**config.mk**
```make
export PLATFORM = sky130hd
export DESIGN_NAME = bgfs_face_pos
export DESIGN_NICKNAME = d
export VERILOG_FILES = /design/src/hw/rtl/bgfs_pkg.sv /design/src/hw/rtl/bgfs_face_pos.sv
export SDC_FILE = /design/constraint.sdc
export NUM_CORES = 2
export LEC_CHECK = 0
export ABC_CLOCK_PERIOD_IN_PS = 19700
export BUFFER_PORTS_ARGS = -buffer_cell sky130_fd_sc_hd__buf_4
export CORE_MARGIN = 2
export CORE_UTILIZATION = 35
export DETAILED_ROUTE_END_ITERATION = 8
export PLACE_DENSITY_LB_ADDON = 0.25
export SYNTH_ARGS = -nofsm -noshare
export SYNTH_HDL_FRONTEND = slang
export SYNTH_SLANG_ARGS = --single-unit
export TNS_END_PERCENT = 100
```
**constraint.sdc**
```tcl
create_clock -name i_clk -period 19.7 [get_ports i_clk]
set_input_delay 3.94 -clock i_clk [delete_from_list [all_inputs] [get_ports i_clk]]
set_output_delay 3.94 -clock i_clk [all_outputs]
set_load 0.005 [all_outputs]
```
**src/hw/rtl/bgfs_pkg.sv**
```systemverilog
`default_nettype none
// ----------------------------------------------------------------------------
// bgfs_pkg: shared types, widths and rounding helpers
// Fixed-point formats and arithmetic helpers used by the grasp face pipeline.
// ----------------------------------------------------------------------------
package bgfs_pkg;

    // Number formats: rotations are signed Q1.F, lengths signed 20-bit.
    localparam int QUAT_FRAC_BITS = 14;
    localparam int Q_W            = 16;
    localparam int LEN_W          = 20;

    // Divider: one quotient bit per stage, the quotient never exceeds 1.0.
    localparam int DIV_STEPS = QUAT_FRAC_BITS + 1;
    localparam int SQ_W      = 2 * Q_W;
    localparam int NUM_W     = SQ_W + 2;
    localparam int NORM_W    = SQ_W + 1;
    localparam int DVS_W     = NORM_W + 1;
    localparam int REM_W     = NORM_W + DIV_STEPS;
    localparam int PT_W      = Q_W + LEN_W;
    localparam int ACC_W     = 40;

    // Latencies of the pipeline sections, in register stages.
    localparam int QM_LAT  = DIV_STEPS + 3;
    localparam int CMP_LAT = 2;
    localparam int FP_LAT  = 3;

    typedef logic signed [Q_W-1:0]   t_q16;
    typedef logic signed [LEN_W-1:0] t_len;
    typedef logic signed [ACC_W-1:0] t_acc;
    typedef t_q16 t_mat [3][3];
    typedef t_q16 t_vec3q [3];
    typedef t_len t_vec3l [3];
    typedef t_acc t_vec3a [3];

    localparam t_q16 Q_ONE   = t_q16'(1 << QUAT_FRAC_BITS);
    localparam t_acc LEN_MAX = t_acc'((1 << (LEN_W - 1)) - 1);
    localparam t_acc LEN_MIN = -LEN_MAX - t_acc'(1);

    // Drop the fraction bits, rounding half away from zero.
    function automatic t_acc round_frac(input t_acc v);
        t_acc half;
        t_acc res;
        half = t_acc'(1) <<< (QUAT_FRAC_BITS - 1);
        if (v >= 0) begin
            res = (v + half) >>> QUAT_FRAC_BITS;
        end else begin
            res = -((-v + half) >>> QUAT_FRAC_BITS);
        end
        return res;
    endfunction

    // Saturate to the signed length range.
    function automatic t_len sat_len(input t_acc v);
        t_acc c;
        if (v > LEN_MAX) begin
            c = LEN_MAX;
        end else if (v < LEN_MIN) begin
            c = LEN_MIN;
        end else begin
            c = v;
        end
        return t_len'(c);
    endfunction

endpackage
`default_nettype wire

```
**src/hw/rtl/bgfs_face_pos.sv**
```systemverilog
`default_nettype none
// ----------------------------------------------------------------------------
// bgfs_face_pos: face selection and grasp position
// Picks the face whose normal points most upward, then forms the approach
// direction and the saturated grasp position in the base frame.
// ----------------------------------------------------------------------------
module bgfs_face_pos
    import bgfs_pkg::*;
(
    input  logic       i_clk,
    input  logic       i_en,
    input  t_mat       i_r,
    input  t_vec3a     i_tsum,
    input  t_len       i_offs [6],
    input  t_vec3l     i_tcam,
    output t_vec3q     o_dir,
    output t_vec3l     o_pos,
    output logic [2:0] o_face
);

    t_vec3q     n_dir, r_dir_a, r_dir_b, r_dir_c;
    logic [2:0] n_face, r_face_a, r_face_b, r_face_c;
    t_len       n_off, r_off_a;
    t_vec3a     r_ts_a, r_ts_b;

    // Face selection: strictly larger z wins, so the lowest index keeps a tie.
    always_comb begin
        t_q16 nz;
        t_q16 best;
        logic [1:0] col;
        best   = i_r[2][0];
        n_face = 3'd0;
        for (int f = 1; f < 6; f++) begin
            nz = f[0] ? -i_r[2][f>>1] : i_r[2][f>>1];
            if (nz > best) begin
                best   = nz;
                n_face = 3'(f);
            end
        end
        col = n_face[2:1];
        for (int i = 0; i < 3; i++) begin
            n_dir[i] = n_face[0] ? i_r[i][col] : -i_r[i][col];
        end
        n_off = i_offs[n_face];
    end

    always_ff @(posedge i_clk) begin
        if (i_en) begin
            r_dir_a  <= n_dir;
            r_face_a <= n_face;
            r_off_a  <= n_off;
            r_ts_a   <= i_tsum;
        end
    end

    logic signed [PT_W-1:0] r_pd [3];

    // Direction times the face offset.
    always_ff @(posedge i_clk) begin
        if (i_en) begin
            for (int i = 0; i < 3; i++) begin
                r_pd[i] <= r_dir_a[i] * r_off_a;
            end
            r_dir_b  <= r_dir_a;
            r_face_b <= r_face_a;
            r_ts_b   <= r_ts_a;
        end
    end

    t_vec3l n_pos, r_pos;

    // Round, add the camera translation and saturate.
    always_comb begin
        t_acc p;
        for (int i = 0; i < 3; i++) begin
            p        = round_frac(t_acc'(r_pd[i]) + r_ts_b[i]) + t_acc'(i_tcam[i]);
            n_pos[i] = sat_len(p);
        end
    end

    always_ff @(posedge i_clk) begin
        if (i_en) begin
            r_pos    <= n_pos;
            r_dir_c  <= r_dir_b;
            r_face_c <= r_face_b;
        end
    end

    assign o_dir  = r_dir_c;
    assign o_pos  = r_pos;
    assign o_face = r_face_c;

endmodule
`default_nettype wire
```
After elaboration in Yosys (flattened, before gate mapping) --
Memory sizes are Yosys's and may differ from the RTL's. Cells that the tools add are included.
Storage, ports and cells: flip-flop bits (word level) 473, bits in writable memories 108, input port bits 446, output and inout port bits 111, word-level logic and storage cells 100, memories kept 1
Memories:
- r_pd | depth 3, bits a word 36, read ports 3, clocked after Yosys merged registers in 0, wr ports 3, RTL line bgfs_face_pos.sv:56 | logic signed [PT_W-1:0] r_pd [3];
Cells by class: add/subtract/negate cells 24, multipliers 3, $lt $le $gt $ge 16, multiplexer cells 32, bitwise gates (word level) 2
Operator list (count):
- 40-bit by 15-bit adder with 40-bit output, second input constant | 6
- 16-bit 2-to-1 mux | 13
- 36-bit by 40-bit adder with 40-bit output | 3
- 40-bit by 20-bit adder with 40-bit output | 3
- 40-bit by 1-bit >= comparator with 1-bit output, second input constant | 3
- 40-bit by 20-bit greater-than comparator with 1-bit output, second input constant | 3
- 40-bit by 20-bit less-than comparator with 1-bit output, second input constant | 3
- 40-bit 2-to-1 mux | 3
- 26-bit negation with 40-bit output | 3
- 40-bit negation | 3
- 16-bit by 20-bit multiplier with 36-bit output | 3
- 20-bit 2-to-1 mux | 5
- 16-bit binary-select mux with 2-bit select | 3
- 16-bit negation | 6
- 16-bit greater-than comparator | 5
- 20-bit binary-select mux with 3-bit select | 1
- 3-bit 2-to-1 mux | 2
- 4-bit >= comparator, second input constant | 1
- 2-bit 2-to-1 mux | 2
- 3-bit inverter with 4-bit output | 1
- 3-bit >= comparator, second input constant | 1
- 1-bit 2-to-1 mux | 3
- 2-bit inverter with 3-bit output | 1

Depth between registers and ports, before layout --
depth after elaboration 17, mapped depth 89, gate-level depth less buffers 74

Worst setup path after synthesis --
OpenSTA, ideal clock, no wires.
path type input to register, start input i_r[33] (netlist name), end register r_dir_a[14] (netlist name), data pin, setup time 0.264 ns, data arrival time 20.158 ns, required time 19.436 ns, setup slack -0.723 ns, stages 84, buffers on the path 14, cell sequence inv_1 > ha_1 > inv_1 > or3_1 > or3_1 > or3_1 > or3_1 > or3_1 > or3_1 > ha_1 > nand2_1 > nor3_1 > and4_1 > nor2_1 > nand2_1 > clkbuf_1 > a21oi_1 > ha_1 > [... 48 more ...] > o21a_1 > o21a_1 > o21a_1 > o21ai_0 > a41oi_1 > a21oi_1 > clkbuf_1 > clkinv_1 > clkbuf_1 > buf_1 > nand2_1 > o21ai_0 > inv_1 > ha_1 > o211ai_1 > or4_1 > o21ai_0 > xnor2_1
RTL lines:
- start: declaration | RTL line bgfs_face_pos.sv:12 | input t_mat i_r,
- end signal: assignment | RTL line bgfs_face_pos.sv:49 | r_dir_a <= n_dir;
- end: declaration | RTL line bgfs_face_pos.sv:21 | t_vec3q n_dir, r_dir_a, r_dir_b, r_dir_c;

==> results.py <==
metrics = {
    "outcome": {
        "outcome": "complete, no violations",
    },
    "floorplan": {
        "die_height_um": 478,
        "die_area_mm2": 0.229,
        "start_util_pct": 35.1,
        "die_x_um": 478,
        "core_area_mm2": 0.224,
        "ios": 557,
        "rows": 174,
    },
    "grt": {
        "grt_util_met2_pct": 35.8,
        "grt_max_degree": 97,
        "met1_usage_pct": 29.4,
        "grt_pass1_wl_mm": 383,
        "grt-ovfl-total": 0,
        "use_met3_pct": 2.85,
        "top_usage_layer": "met2",
        "grt_pass1_vias": 64300,
        "antenna_found_initial": 18,
        "grt_usage_pct": 21.6,
    },
    "yosys": {
        "synth_edf_count": 581,
        "syn_avg_cell_area_um2": 9.37,
        "synthTopCellsByCount": "inv_1, fa_1, nand2_1",
        "synthArstFlopShare_pct": 0,
        "yosys-top-cells-area": "fa_1, edfxtp_1, ha_1",
        "synth_warnings": 0,
        "yosysMostFrequentCell": "inv_1",
        "synth_cell_types": 134,
        "syn_nets": 10400,
        "synth.top_cell.area_share_pct": 24.4,
        "post-synth-top-area-cell": "fa_1",
        "synth_area_mm2": 0.0787,
        "yosysSeqAreaShare_pct": 22.2,
        "syn_inst": 8404,
        "synth-seq-cells": 581,
        "synth_ff_type": "edfxtp_1",
    },
    "route": {
        "routed_wl_mm": 249,
        "dr.first_iter.drc_count": 4228,
        "vias": 62700,
        "dr.pass1.iters": 6,
        "vias_per_cell": 5.22,
        "drc": 0,
        "wl_per_cell_um": 20.8,
        "antenna_left": 0,
    },
    "placement": {
        "place_hpwl_mm": 198,
        "place.port_buffers": 556,
        "placed_cell_area_mm2": 0.0872,
        "gp_congestion": 0.917,
        "place_ws_ps": 47.1,
    },
    "setup_path": {
        "cp-end-kind": "flip-flop",
        "slowest_delay_ps": 400,
        "cp-start-kind": "input pin",
        "cpMaxStageDelayCell": "or3_1",
        "cp.arrival_ps": 19320,
        "crit_top_cell": "o21a_1",
        "crit_fanout": 11,
        "required_ps": 20180,
        "crit_type": "in2reg",
    },
    "timing": {
        "finalCritPeriodShare_pct": 95.7,
        "setup_tns_ps": 0,
        "hold-worst-slack_ps": 396,
        "drv_slew": 0,
        "fin_skew_ps": 43.1,
        "finalHoldViolations": 0,
        "setup_viol": 0,
        "period_minus_slack_ps": 18840,
        "max_freq_mhz": 53.1,
        "tightest_slew_ps": 1240,
        "setup_ws_ps": 856,
        "slew_headroom_pct": 16.7,
    },
    "layout": {
        "multiInputGateArea_mm2": 0.0555,
        "fillers": 22300,
        "seqCellArea_mm2": 0.0174,
        "area_growth_pct": 14.1,
        "nets": 10900,
        "drive_gt1_share_pct": 12.5,
        "final_cell_area_mm2": 0.0898,
    },
    "clock_network": {
        "cts_hold_buf": 0,
        "cts-root-buf": "clkbuf_16",
        "htree_levels": 3,
        "cts.sinks": 581,
        "clkTransAtPathRegs_ps": 60,
        "clk_latency_ps": 730,
        "cts_tree": "built",
        "cts_buffer_depth": 3,
        "cts_buffers": 78,
    },
    "worst_hold_path": {
        "hp-class": "reg2reg",
    },
    "flow_run": {
        "drv_cap": 0,
    },
}
[layout make-up]
class / instances / area share (%)
multi-input combinational: 6290 / 61.8
sequential: 581 / 19.4
clock inverter: 54 / 0.563
timing repair buffer: 801 / 6.77
inverter: 1188 / 4.96
clock buffer: 89 / 2.27
tap: 2992 / 4.17
antenna: 7 / 0.0195
[cell usage in the layout (no fill, tap or decap), types with 141 or more instances in the layout]
master	Yosys	final
buf_4	5	795
ha_1	590	590
xnor2_1	349	348
inv_1	1184	1184
nor2_1	408	408
and2_1	394	393
fa_1	960	960
xor2_1	143	141
o21ai_0	283	282
nor3_1	150	149
edfxtp_1	581	581
a21oi_1	368	367
nand2_1	956	954
[metrics by stage]
stage          instances  utilization (%)
2_1_floorplan       8404                -
3_3_place_gp       11900             38.9
3_5_place_dp       11900             38.9
4_1_cts            12000             40.0
5_1_grt            12000             40.1
6_report           12000             40.1
[kinds of logic after synthesis]
kind of cell             Yosys count  synth area share (%)
adder cells (fa/ha/maj)         1550                  33.8
XOR/XNOR                         495                  5.57
multiplexers                      98                  1.29
AND/OR/NAND/NOR                 2657                  16.9
buffers and inverters           1533                  7.43
AO/OA/AOI/OAI                   1490                  12.9
flip-flops                       581                  22.2
[state kept, by name, summed over array words and instances, names as in the netlist]
name / cells
r_ts_a: 120
r_ts_b: 120
r_pd: 108
o_pos: 60
o_dir: 48
r_dir_a: 48
r_dir_b: 48
r_off_a: 20
o_face: 3
r_face_a: 3
r_face_b: 3
[worst paths after layout]
kind / startpoint / slack [ps] / depth (start not counted) / to
worst max register to register: r_ts_b[0]$_DFFE_PP_ / 8200 / 35 / o_pos[10]$_SDFFCE_PN1P_
worst min-delay path: r_ts_a[11]$_DFFE_PP_ / 400 / 0 / r_ts_b[11]$_DFFE_PP_
worst max-delay path: i_r[33] / 860 / 76 / r_dir_a[29]$_DFFE_PP_
worst min register to register: r_ts_a[11]$_DFFE_PP_ / 400 / 0 / r_ts_b[11]$_DFFE_PP_
[worst max-delay path: cells and delay by family]
kind            cells  cell delay, ps
compound gates     32            5900
fa+ha+maj           6            1690
xor+xnor            2             280
simple gates       24            5410
mux                 2             630
buf+inv            10            1450
[routing by layer]
layer	part of all wire, %	vias up
li1	-	29400
met1	45	31300
met2	47	1724
met3	5.2	238
met4	2.8	10
met5	0.026	-
[repair_timing]
action	CTS	global route
gates resized for setup	0	6
setup buffers	0	1
endpoints found under the setup margin	0	20
Power is left out: the tool's default activity adds up to more than one toggle a clock period on the data nets, which glitch-free logic cannot reach.
